## src/rtl/core/pet_pkg.sv

```systemverilog
// ----------------------------------------------------------------------------
// pet_pkg
// types, microcode table and arithmetic helpers of the polygon edge crossing test
// ----------------------------------------------------------------------------
package pet_pkg;

    localparam int COORD_BITS = 16;
    localparam int VERT_BITS  = COORD_BITS + 1;
    localparam int DIFF_BITS  = VERT_BITS + 1;
    localparam int PROD_BITS  = 2 * DIFF_BITS;
    localparam int ACC_BITS   = PROD_BITS + 1;
    localparam int PC_BITS    = 4;

    typedef enum logic [1:0] {
        OP_LOAD_OTHER = 2'd0,
        OP_LOAD_OWN   = 2'd1,
        OP_TEST       = 2'd2
    } opcode_t;

    typedef struct packed {
        opcode_t                       opcode;
        logic signed [COORD_BITS-1:0]  point_x;
        logic signed [COORD_BITS-1:0]  point_y;
        logic signed [COORD_BITS-1:0]  origin_x;
        logic signed [COORD_BITS-1:0]  origin_y;
    } cmd_t;

    typedef struct packed {
        logic collide;
        logic overflow;
    } result_t;

    typedef struct packed {
        logic signed [VERT_BITS-1:0] x;
        logic signed [VERT_BITS-1:0] y;
    } vertex_t;

    typedef logic signed [DIFF_BITS-1:0] diff_t;
    typedef logic signed [ACC_BITS-1:0]  acc_t;
    typedef logic [PC_BITS-1:0]          pc_t;

    typedef enum logic [2:0] {
        MUL_DX_EY = 3'd0,
        MUL_DY_EX = 3'd1,
        MUL_WY_EX = 3'd2,
        MUL_WX_EY = 3'd3,
        MUL_DX_WY = 3'd4,
        MUL_DY_WX = 3'd5
    } mul_sel_t;

    typedef enum logic [2:0] {
        ACC_HOLD = 3'd0,
        ACC_LOAD = 3'd1,
        ACC_DEN  = 3'd2,
        ACC_TN   = 3'd3,
        ACC_UN   = 3'd4
    } acc_op_t;

    typedef enum logic [2:0] {
        COND_NEVER    = 3'd0,
        COND_EMPTY    = 3'd1,
        COND_DEN_ZERO = 3'd2,
        COND_T_OUT    = 3'd3,
        COND_U_IN     = 3'd4,
        COND_MORE     = 3'd5
    } cond_t;

    typedef enum logic [1:0] {
        EMIT_NONE = 2'd0,
        EMIT_MISS = 2'd1,
        EMIT_HIT  = 2'd2
    } emit_t;

    typedef struct packed {
        logic     clr_idx;
        logic     ld_diff;
        logic     adv_idx;
        mul_sel_t mul_sel;
        acc_op_t  acc_op;
        cond_t    cond;
        pc_t      target;
        emit_t    emit;
    } uword_t;

    typedef struct packed {
        logic empty;
        logic den_zero;
        logic t_out;
        logic u_in;
        logic last;
    } status_t;

    localparam uword_t UWORD_NOP = '0;

    localparam pc_t STEP_ENTRY    = 4'd0;
    localparam pc_t STEP_READ     = 4'd1;
    localparam pc_t STEP_DIFF     = 4'd2;
    localparam pc_t STEP_MUL_DEN0 = 4'd3;
    localparam pc_t STEP_MUL_DEN1 = 4'd4;
    localparam pc_t STEP_MUL_TN0  = 4'd5;
    localparam pc_t STEP_MUL_TN1  = 4'd6;
    localparam pc_t STEP_MUL_UN0  = 4'd7;
    localparam pc_t STEP_MUL_UN1  = 4'd8;
    localparam pc_t STEP_UN       = 4'd9;
    localparam pc_t STEP_CHK_U    = 4'd10;
    localparam pc_t STEP_NEXT     = 4'd11;
    localparam pc_t STEP_FIN_MISS = 4'd12;
    localparam pc_t STEP_FIN_HIT  = 4'd13;

    // microcode rom
    function automatic uword_t ucode(input pc_t pc);
        uword_t w;
        begin
            w = UWORD_NOP;
            unique case (pc)
                STEP_ENTRY:
                begin
                    w.clr_idx = 1'b1;
                    w.cond    = COND_EMPTY;
                    w.target  = STEP_FIN_MISS;
                end
                STEP_READ:
                begin
                    w.cond = COND_NEVER;
                end
                STEP_DIFF:
                begin
                    w.ld_diff = 1'b1;
                end
                STEP_MUL_DEN0:
                begin
                    w.mul_sel = MUL_DX_EY;
                end
                STEP_MUL_DEN1:
                begin
                    w.mul_sel = MUL_DY_EX;
                    w.acc_op  = ACC_LOAD;
                end
                STEP_MUL_TN0:
                begin
                    w.mul_sel = MUL_WY_EX;
                    w.acc_op  = ACC_DEN;
                end
                STEP_MUL_TN1:
                begin
                    w.mul_sel = MUL_WX_EY;
                    w.acc_op  = ACC_LOAD;
                    w.cond    = COND_DEN_ZERO;
                    w.target  = STEP_NEXT;
                end
                STEP_MUL_UN0:
                begin
                    w.mul_sel = MUL_DX_WY;
                    w.acc_op  = ACC_TN;
                end
                STEP_MUL_UN1:
                begin
                    w.mul_sel = MUL_DY_WX;
                    w.acc_op  = ACC_LOAD;
                    w.cond    = COND_T_OUT;
                    w.target  = STEP_NEXT;
                end
                STEP_UN:
                begin
                    w.acc_op = ACC_UN;
                end
                STEP_CHK_U:
                begin
                    w.cond   = COND_U_IN;
                    w.target = STEP_FIN_HIT;
                end
                STEP_NEXT:
                begin
                    w.adv_idx = 1'b1;
                    w.cond    = COND_MORE;
                    w.target  = STEP_READ;
                end
                STEP_FIN_MISS:
                begin
                    w.emit = EMIT_MISS;
                end
                STEP_FIN_HIT:
                begin
                    w.emit = EMIT_HIT;
                end
                default:
                begin
                    w.emit = EMIT_MISS;
                end
            endcase
            return w;
        end
    endfunction

    function automatic diff_t vdiff(input logic [VERT_BITS-1:0] a,
                                    input logic [VERT_BITS-1:0] b);
        begin
            return diff_t'({a[VERT_BITS-1], a} - {b[VERT_BITS-1], b});
        end
    endfunction

    // num / den lies in [0,1), den nonzero
    function automatic logic in_unit(input acc_t num, input acc_t den);
        logic den_pos;
        logic num_nonneg;
        logic num_nonpos;
        begin
            den_pos    = !den[ACC_BITS-1] && (den != '0);
            num_nonneg = !num[ACC_BITS-1];
            num_nonpos = num[ACC_BITS-1] || (num == '0);
            if (den_pos)
            begin
                return num_nonneg && (num < den);
            end
            return num_nonpos && (num > den);
        end
    endfunction

endpackage

```

## src/rtl/core/pet_datapath.sv

```systemverilog
// ----------------------------------------------------------------------------
// pet_datapath
// vertex counts, edge indices, difference vectors, shared multiplier and
// accumulator, range checks and result register
// ----------------------------------------------------------------------------
module pet_datapath #(
    parameter int MAX_POINTS = 8
) (
    input  logic                              clk,
    input  logic                              rst_n,
    input  logic                              accept,
    input  pet_pkg::cmd_t                     item,
    input  pet_pkg::uword_t                   ctl,
    input  pet_pkg::vertex_t                  oth_a,
    input  pet_pkg::vertex_t                  oth_b,
    input  pet_pkg::vertex_t                  own_a,
    input  pet_pkg::vertex_t                  own_b,
    output logic                              oth_wr_en,
    output logic                              own_wr_en,
    output logic [$clog2(MAX_POINTS)-1:0]     oth_wr_addr,
    output logic [$clog2(MAX_POINTS)-1:0]     own_wr_addr,
    output pet_pkg::vertex_t                  wr_vertex,
    output logic [$clog2(MAX_POINTS)-1:0]     oth_rd_a,
    output logic [$clog2(MAX_POINTS)-1:0]     oth_rd_b,
    output logic [$clog2(MAX_POINTS)-1:0]     own_rd_a,
    output logic [$clog2(MAX_POINTS)-1:0]     own_rd_b,
    output pet_pkg::status_t                  status,
    output logic                              done,
    output pet_pkg::result_t                  result
);
    import pet_pkg::*;

    localparam int AW = $clog2(MAX_POINTS);
    localparam int CW = $clog2(MAX_POINTS + 1);
    localparam logic [CW-1:0] MAX_COUNT = CW'(MAX_POINTS);

    logic [CW-1:0] oth_count_reg;
    logic [CW-1:0] own_count_reg;
    logic          dropped_reg;
    logic [AW-1:0] i_reg;
    logic [AW-1:0] j_reg;
    logic          i_last;
    logic          j_last;
    logic          load_oth;
    logic          load_own;
    logic          emit;

    diff_t dx_reg;
    diff_t dy_reg;
    diff_t ex_reg;
    diff_t ey_reg;
    diff_t wx_reg;
    diff_t wy_reg;
    diff_t mop_a;
    diff_t mop_b;
    logic signed [PROD_BITS-1:0] prod;
    logic signed [PROD_BITS-1:0] prod_reg;
    acc_t  prod_ext;
    acc_t  acc_reg;
    acc_t  den_reg;
    acc_t  tn_reg;
    acc_t  un_reg;
    logic    done_reg;
    result_t result_reg;

    // vertex is point plus origin
    assign wr_vertex.x = {item.point_x[COORD_BITS-1], item.point_x}
                       + {item.origin_x[COORD_BITS-1], item.origin_x};
    assign wr_vertex.y = {item.point_y[COORD_BITS-1], item.point_y}
                       + {item.origin_y[COORD_BITS-1], item.origin_y};

    assign load_oth    = accept && (item.opcode == OP_LOAD_OTHER);
    assign load_own    = accept && (item.opcode == OP_LOAD_OWN);
    assign oth_wr_en   = load_oth && (oth_count_reg < MAX_COUNT);
    assign own_wr_en   = load_own && (own_count_reg < MAX_COUNT);
    assign oth_wr_addr = oth_count_reg[AW-1:0];
    assign own_wr_addr = own_count_reg[AW-1:0];
    assign emit        = (ctl.emit != EMIT_NONE);

    // closing edge wraps to vertex zero
    assign i_last   = ((CW'(i_reg) + CW'(1)) == oth_count_reg);
    assign j_last   = ((CW'(j_reg) + CW'(1)) == own_count_reg);
    assign oth_rd_a = i_reg;
    assign oth_rd_b = i_last ? '0 : i_reg + AW'(1);
    assign own_rd_a = j_reg;
    assign own_rd_b = j_last ? '0 : j_reg + AW'(1);

    always_ff @(posedge clk or negedge rst_n)
    begin
        if (!rst_n)
        begin
            oth_count_reg <= '0;
            own_count_reg <= '0;
            dropped_reg   <= 1'b0;
            i_reg         <= '0;
            j_reg         <= '0;
            done_reg      <= 1'b0;
        end
        else
        begin
            done_reg <= emit;
            if (emit)
            begin
                oth_count_reg <= '0;
                own_count_reg <= '0;
                dropped_reg   <= 1'b0;
            end
            else
            begin
                if (oth_wr_en)
                begin
                    oth_count_reg <= oth_count_reg + CW'(1);
                end
                if (own_wr_en)
                begin
                    own_count_reg <= own_count_reg + CW'(1);
                end
                if ((load_oth && !oth_wr_en) || (load_own && !own_wr_en))
                begin
                    dropped_reg <= 1'b1;
                end
            end
            if (ctl.clr_idx)
            begin
                i_reg <= '0;
                j_reg <= '0;
            end
            else if (ctl.adv_idx)
            begin
                if (j_last)
                begin
                    j_reg <= '0;
                    i_reg <= i_reg + AW'(1);
                end
                else
                begin
                    j_reg <= j_reg + AW'(1);
                end
            end
        end
    end

    always_comb
    begin
        unique case (ctl.mul_sel)
            MUL_DX_EY:
            begin
                mop_a = dx_reg;
                mop_b = ey_reg;
            end
            MUL_DY_EX:
            begin
                mop_a = dy_reg;
                mop_b = ex_reg;
            end
            MUL_WY_EX:
            begin
                mop_a = wy_reg;
                mop_b = ex_reg;
            end
            MUL_WX_EY:
            begin
                mop_a = wx_reg;
                mop_b = ey_reg;
            end
            MUL_DX_WY:
            begin
                mop_a = dx_reg;
                mop_b = wy_reg;
            end
            MUL_DY_WX:
            begin
                mop_a = dy_reg;
                mop_b = wx_reg;
            end
            default:
            begin
                mop_a = dx_reg;
                mop_b = ey_reg;
            end
        endcase
    end

    assign prod     = mop_a * mop_b;
    assign prod_ext = {prod_reg[PROD_BITS-1], prod_reg};

    always_ff @(posedge clk)
    begin
        prod_reg <= prod;
        if (ctl.ld_diff)
        begin
            dx_reg <= vdiff(oth_b.x, oth_a.x);
            dy_reg <= vdiff(oth_b.y, oth_a.y);
            ex_reg <= vdiff(own_b.x, own_a.x);
            ey_reg <= vdiff(own_b.y, own_a.y);
            wx_reg <= vdiff(oth_a.x, own_a.x);
            wy_reg <= vdiff(oth_a.y, own_a.y);
        end
        unique case (ctl.acc_op)
            ACC_HOLD: ;
            ACC_LOAD: acc_reg <= prod_ext;
            ACC_DEN:  den_reg <= acc_reg - prod_ext;
            ACC_TN:   tn_reg  <= acc_reg - prod_ext;
            ACC_UN:   un_reg  <= acc_reg - prod_ext;
            default: ;
        endcase
        if (emit)
        begin
            result_reg.collide  <= (ctl.emit == EMIT_HIT);
            result_reg.overflow <= dropped_reg;
        end
    end

    assign status.empty    = (oth_count_reg == '0) || (own_count_reg == '0);
    assign status.den_zero = (den_reg == '0);
    assign status.t_out    = !in_unit(tn_reg, den_reg);
    assign status.u_in     = in_unit(un_reg, den_reg);
    assign status.last     = i_last && j_last;

    assign done   = done_reg;
    assign result = result_reg;

endmodule

```

## config.mk

```make
export PLATFORM = sky130hd
export DESIGN_NAME = pet_datapath
export DESIGN_NICKNAME = d
export VERILOG_FILES = /design/src/rtl/core/pet_pkg.sv /design/src/rtl/core/pet_datapath.sv
export SDC_FILE = /design/constraint.sdc
export NUM_CORES = 2
export LEC_CHECK = 0
export ABC_AREA = 1
export BUFFER_PORTS_ARGS = -buffer_cell sky130_fd_sc_hd__buf_4
export CORE_ASPECT_RATIO = 0.9
export CORE_UTILIZATION = 40
export CTS_BUF_LIST = sky130_fd_sc_hd__clkbuf_8
export DETAILED_ROUTE_END_ITERATION = 10
export PLACE_DENSITY = 0.62
export SLEW_MARGIN = 10
export SYNTH_ARGS = -nofsm -noshare
export SYNTH_HDL_FRONTEND = slang
export SYNTH_SLANG_ARGS = --single-unit
```

## constraint.sdc

```tcl
create_clock -name clk -period 7.9 [get_ports clk]
set_clock_uncertainty 0.2 [all_clocks]
set_input_delay 0.79 -clock clk [delete_from_list [all_inputs] [get_ports clk]]
set_output_delay 0.79 -clock clk [all_outputs]
set_load 0.01 [all_outputs]
```

Yosys cells after proc, flatten, opt, wreduce, memory -nomap -nowiden
Cells that the tools add are included.
{ "op_classes": {"addsub": 15, "mul": 1, "order_cmp": 6, "eq_ne": 13, "n_mux": 20, "reduce_logical": 38} }
{ "op_table": {"columns": ["op", "count"], "rows": [
  ["$logic_not A37 Y1", 3],
  ["$pmux W18 S3", 2],
  ["$sub A17 B17 Y18", 6],
  ["$gt A37 B37 Y1", 2],
  ["$lt A37 B37 Y1", 2],
  ["$reduce_bool A37 Y1", 1],
  ["$sub A36 B36 Y37", 1],
  ["$mul A18 B18 Y36", 1],
  ["$add A16 B16 Y17", 2],
  ["$mux W3", 7],
  ["$mux W4", 4],
  ["$eq A3 B2 Y1 const B", 4],
  ["$logic_and A1 B1 Y1", 12],
  ["$reduce_bool A2 Y1", 6],
  ["$eq A3 B3 Y1 const B", 3],
  ["$add A3 B1 Y4 const B", 2],
  ["$add A4 B1 Y4 const B", 2],
  ["$eq A4 B4 Y1", 2],
  ["$logic_not A4 Y1", 2],
  ["$lt A4 B4 Y1 const B", 2],
  ["$mux W1", 7],
  ["$add A3 B1 Y3 const B", 2],
  ["$eq A3 B1 Y1 const B", 2],
  ["$logic_not A1 Y1", 6],
  ["other kinds (6)", 10]
]} }
{ "word_totals": {"register_bits": 309, "in_bits": 223, "out_inout_bits": 62, "word_cells": 112} }

Longest topological paths before layout
{ "logic_depth": {"word_depth": 8, "ltp_mapped": 37, "ltp_nobuf": 35} }

Worst setup path after synthesis
OpenSTA, ideal clock, no wires.
{ "synth_path": {"kind": "input-to-reg", "start": "in ctl[12] (netlist name)", "end": "reg prod_reg[35]", "setup_time_ps": 112, "arrival_ps": 6514, "required_ps": 7588, "path_slack_ps": 1074, "stages": 29, "path_buffers": 2, "cell_sequence": "inv_1 -> nor2_2 -> inv_2 -> nor2_2 -> inv_2 -> buf_2 -> o22ai_1 -> a21oi_1 -> nand2_1 -> buf_2 -> nand2_1 -> fa_1 -> inv_1 -> fa_1 -> fa_1 -> fa_1 -> fa_1 -> inv_1 -> fa_1 -> inv_1 -> ha_1 -> a21oi_1 -> o21ai_0 -> a21oi_1 -> o21ai_0 -> a21oi_1 -> inv_1 -> nand2_1 -> nand2_1"} }
{ "synth_via": {"elab_chain_len": 4, "word_cells_on_any_way": 10, "classes_between": "mul (1); eq/ne (5); mux (2); reduce/logical (2)"} }
{ "synth_lines": {"columns": ["element", "line", "source"], "rows": [
  ["start, declared", "pet_datapath.sv:13", "input pet_pkg::uword_t ctl,"],
  ["$eq A3 B3 Y1, or another cell as far along", "pet_datapath.sv:145", "unique case (ctl.mul_sel)"],
  ["$reduce_or A2 Y1 (no line)", null, null],
  ["$pmux W18 S3", "pet_datapath.sv:145", null],
  ["$mul A18 B18 Y36 *", "pet_datapath.sv:184", "assign prod = mop_a * mop_b;"],
  ["net prod[35]", "pet_datapath.sv:56", "logic signed [PROD_BITS-1:0] prod;"],
  ["end signal, assigned", "pet_datapath.sv:189", "prod_reg <= prod;"],
  ["end, declared", "pet_datapath.sv:57", "logic signed [PROD_BITS-1:0] prod_reg;"]
]} }
The timed path passes the listed nets; every way through them passes the cells marked *.
A chain may end at the register's enable or synchronous reset.

Final worst setup path
{ "layout_path": {"start": "in ctl[14] (netlist name)", "end": "reg prod_reg[34]"} }
Same word-level chain as after synthesis.

==> out/qor.yml <==
clk_pin_slew_worst_paths_ns: 0.06
numCtsBuffers: 54
clock_tree_root_buffer_cell: "sky130_fd_sc_hd__clkbuf_8"
cts.path.max_buffers: 3
layout-drive-gt1-share_pct: 12.7
die_area_mm2: 0.0857
initial_cell_density_of_the_core_pct: 40.6
ios: 285
drtPass1Iterations: 5
synth_edf_count: 257
timing.final.crit_share_pct: 90.5
worstSetupStartpointType: "input port"
synth.area.top_cells: "sky130_fd_sc_hd__edfxtp_1 23%, sky130_fd_sc_hd__fa_1 20%, sky130_fd_sc_hd__ha_1 13%"
status: "finished clean"
overflow: 0
crit_path_end_kind: "register"
synth-seq-cells: 309
clkLatencyLatePin_ns: 0.66
timing.setup.tns_ns: 0
finalSetupViolations: 0
layout_setup_ws_ns: 0.748
syn-instance-count: 4016
postSynth.topFlopCell: "sky130_fd_sc_hd__edfxtp_1"
num_vias: 28205
fraction_of_post_synthesis_cell_area_in_the_top_cell_type_by_area_pct: 22.8
first_global_vias: 28775
slew-limit-headroom_pct: 41.9
place.gp.congestion: 0.953
crit_path_largest_cell_delay_ns: 0.77
critical_path_arrival_ns: 7.47
viasPerCell: 5.00
yosys.cell_types.count: 49
crit_fanout: 11
dieHeight_um: 278
placement.setup.worst_slack_ns: 0.210
critical-path-slowest-cell: "sky130_fd_sc_hd__fa_1"
avg_inst_size_synth_um2: 8.42
cp_common_cell: "sky130_fd_sc_hd__fa_1"
crit_path_cell_trace: "buf_4 > inv_2 > nand2_4 > nor2_1 > inv_1 > o211ai_1 > o21ai_2 > nor2_1 > inv_1 > fa_1 > inv_1 > fa_1 > buf_4 > fa_1 > fa_1 > fa_1 > fa_1 > ha_1 > nand2_1 > nor4_1 > nand3_1 > nand3_1 > nand2_1"
placement_rows: 100
finalCoreUtilization_pct: 47.5
sequential_element_share_of_the_synthesized_area_pct: 26.1
final_net_count: 5380
cts.sinks: 309
critPathKind: "in -> reg"
grt_first_pass_wirelength_mm: 152
hold_path.class: "reg -> reg"
worstMarginPinSlew_ns: 0.866
netlist_top_cells_count: "874 x sky130_fd_sc_hd__inv_1, 742 x sky130_fd_sc_hd__nand2_1, 347 x sky130_fd_sc_hd__nor2_1"
synthArstFlopShare_pct: 5.18
fp.coreArea_mm2: 0.0832
drc: 0
route.detailed.wl_per_inst_um: 16.7
final_critical_period_ns: 7.15
io_buffer_count: 277
max_freq_mhz: 140
syn-cell-area_mm2: 0.0338
routed_wirelength_mm: 94.4
cts_tree: "built"
timing.hold.ws_ns: 0.226
number_of_endpoints_with_negative_hold_slack_in_the_final_report: 0
maximum_number_of_pins_on_one_net_before_global_route_repair: 56
fp.dieW_um: 308
synth_top_cell_by_area: "sky130_fd_sc_hd__edfxtp_1"
syn_to_final_growth_pct: 16.8
total_nets_after_synthesis: 4920
slew_viol_final: 0
critical_path_buf_inv_count: 6
yosys.cell_count.top_type: "sky130_fd_sc_hd__inv_1"
drv.max_cap_violation_count: 0
h-tree-depth: 2
detailed_place_hpwl_mm: 81.1
final_antenna_net_count: 0
drt-initial-drc-count: 2192
ys_warn_count: 0
path_delay_family: "adder cells"
grt_util_all_layers_pct: 22.6
worstPathRequired_ns: 8.22
ctsResizeCount: 0
grt_setup_unrepaired: "false"
antenna_found_initial: 1
==> routing by layer <==
| metal | vias to the layer above | routed length, um | share of wire, % | global-route usage (%) |
|---|---|---|---|---|
| met5 | - | 116 | 0.12 | 0.964 |
| met3 | 142 | 6770 | 7.2 | 4.34 |
| li1 | 13710 | - | - | - |
| met4 | 2 | 2420 | 2.6 | 5.97 |
| met1 | 13469 | 42700 | 45 | 30.8 |
| met2 | 882 | 42400 | 45 | 36.4 |
==> per-stage QoR <==
step | cell area, um^2 | instances
after detailed placement | 38400 | 5541
final | 39500 | 5646
after global routing | 39500 | 5645
after CTS | 39500 | 5644
after floorplan | 33800 | 4016
after global placement | 38400 | 5541
==> cell type report <==
cell class / count / area (um^2)
diodes: 2 / 5.00
clock buffers: 59 / 812
clock inverters: 43 / 278
fillers: 8201 / 43700
inverters: 900 / 3380
multi-input cells: 2769 / 21400
flip-flops and latches: 309 / 8840
well taps: 1122 / 1400
repair buffers: 442 / 3380
==> final timing paths <==
path	startpoint	slack, ns	cells past startpoint	end
min in group asynchronous	rst_n	0.36	2	oth_count_reg[3]$_DFFE_PN0P_
min reg2reg	prod_reg[13]$_DFF_P_	0.23	0	acc_reg[13]$_DFFE_PN_
max in group asynchronous	rst_n	6.95	2	own_rd_a[0]$_DFFE_PN0P_
max reg2reg	ex_reg[3]$_DFFE_PP_	1.08	19	prod_reg[34]$_DFF_P_
min	prod_reg[13]$_DFF_P_	0.23	0	acc_reg[13]$_DFFE_PN_
max	ctl[14]	0.75	23	prod_reg[34]$_DFF_P_
==> placed cells by master (no fill, tap or decap), types with 4 or more instances in the layout <==
| cell type | instances |
|---|---|
| sky130_fd_sc_hd__a21o_1 | 18 |
| sky130_fd_sc_hd__o221ai_1 | 15 |
| sky130_fd_sc_hd__nand2_2 | 10 |
| sky130_fd_sc_hd__nand3b_1 | 4 |
| sky130_fd_sc_hd__buf_12 | 5 |
| sky130_fd_sc_hd__a21boi_0 | 8 |
| sky130_fd_sc_hd__clkinv_2 | 8 |
| sky130_fd_sc_hd__edfxtp_1 | 257 |
| sky130_fd_sc_hd__o22ai_1 | 17 |
| sky130_fd_sc_hd__o211ai_1 | 12 |
| sky130_fd_sc_hd__clkinv_1 | 15 |
| sky130_fd_sc_hd__xor2_1 | 138 |
| sky130_fd_sc_hd__clkbuf_8 | 59 |
| sky130_fd_sc_hd__o21ai_2 | 13 |
| sky130_fd_sc_hd__nor2_1 | 346 |
| sky130_fd_sc_hd__buf_4 | 436 |
| sky130_fd_sc_hd__o21ai_0 | 148 |
| sky130_fd_sc_hd__nor3_1 | 34 |
| sky130_fd_sc_hd__o21bai_1 | 20 |
| sky130_fd_sc_hd__o21a_1 | 6 |
| sky130_fd_sc_hd__o31ai_1 | 9 |
| sky130_fd_sc_hd__a21oi_1 | 262 |
| sky130_fd_sc_hd__nand2_1 | 742 |
| sky130_fd_sc_hd__a31oi_1 | 18 |
| sky130_fd_sc_hd__inv_1 | 891 |
| sky130_fd_sc_hd__dfrtp_1 | 16 |
| sky130_fd_sc_hd__fa_1 | 338 |
| sky130_fd_sc_hd__ha_1 | 343 |
| sky130_fd_sc_hd__nor2_2 | 6 |
| sky130_fd_sc_hd__dfxtp_1 | 36 |
| sky130_fd_sc_hd__inv_2 | 22 |
| sky130_fd_sc_hd__xnor2_1 | 51 |
| sky130_fd_sc_hd__nor4_1 | 12 |
| sky130_fd_sc_hd__nand4_1 | 47 |
| sky130_fd_sc_hd__a211oi_1 | 5 |
| sky130_fd_sc_hd__nand3_1 | 127 |
==> repair_timing <==
action,CTS,global route
hold buffers,1,0
endpoints found under the hold margin,16,0
buffers inserted,0,0
==> cell families after synthesis <==
family / synth area share, %
simple gates: 16.2
compound gates: 9.42
xor+xnor: 4.90
buf+inv: 10.7
flops: 26.1
fa+ha+maj: 32.7
Power is left out: the tool's default activity adds up to more than one toggle a clock period on the data nets, which glitch-free logic cannot reach.
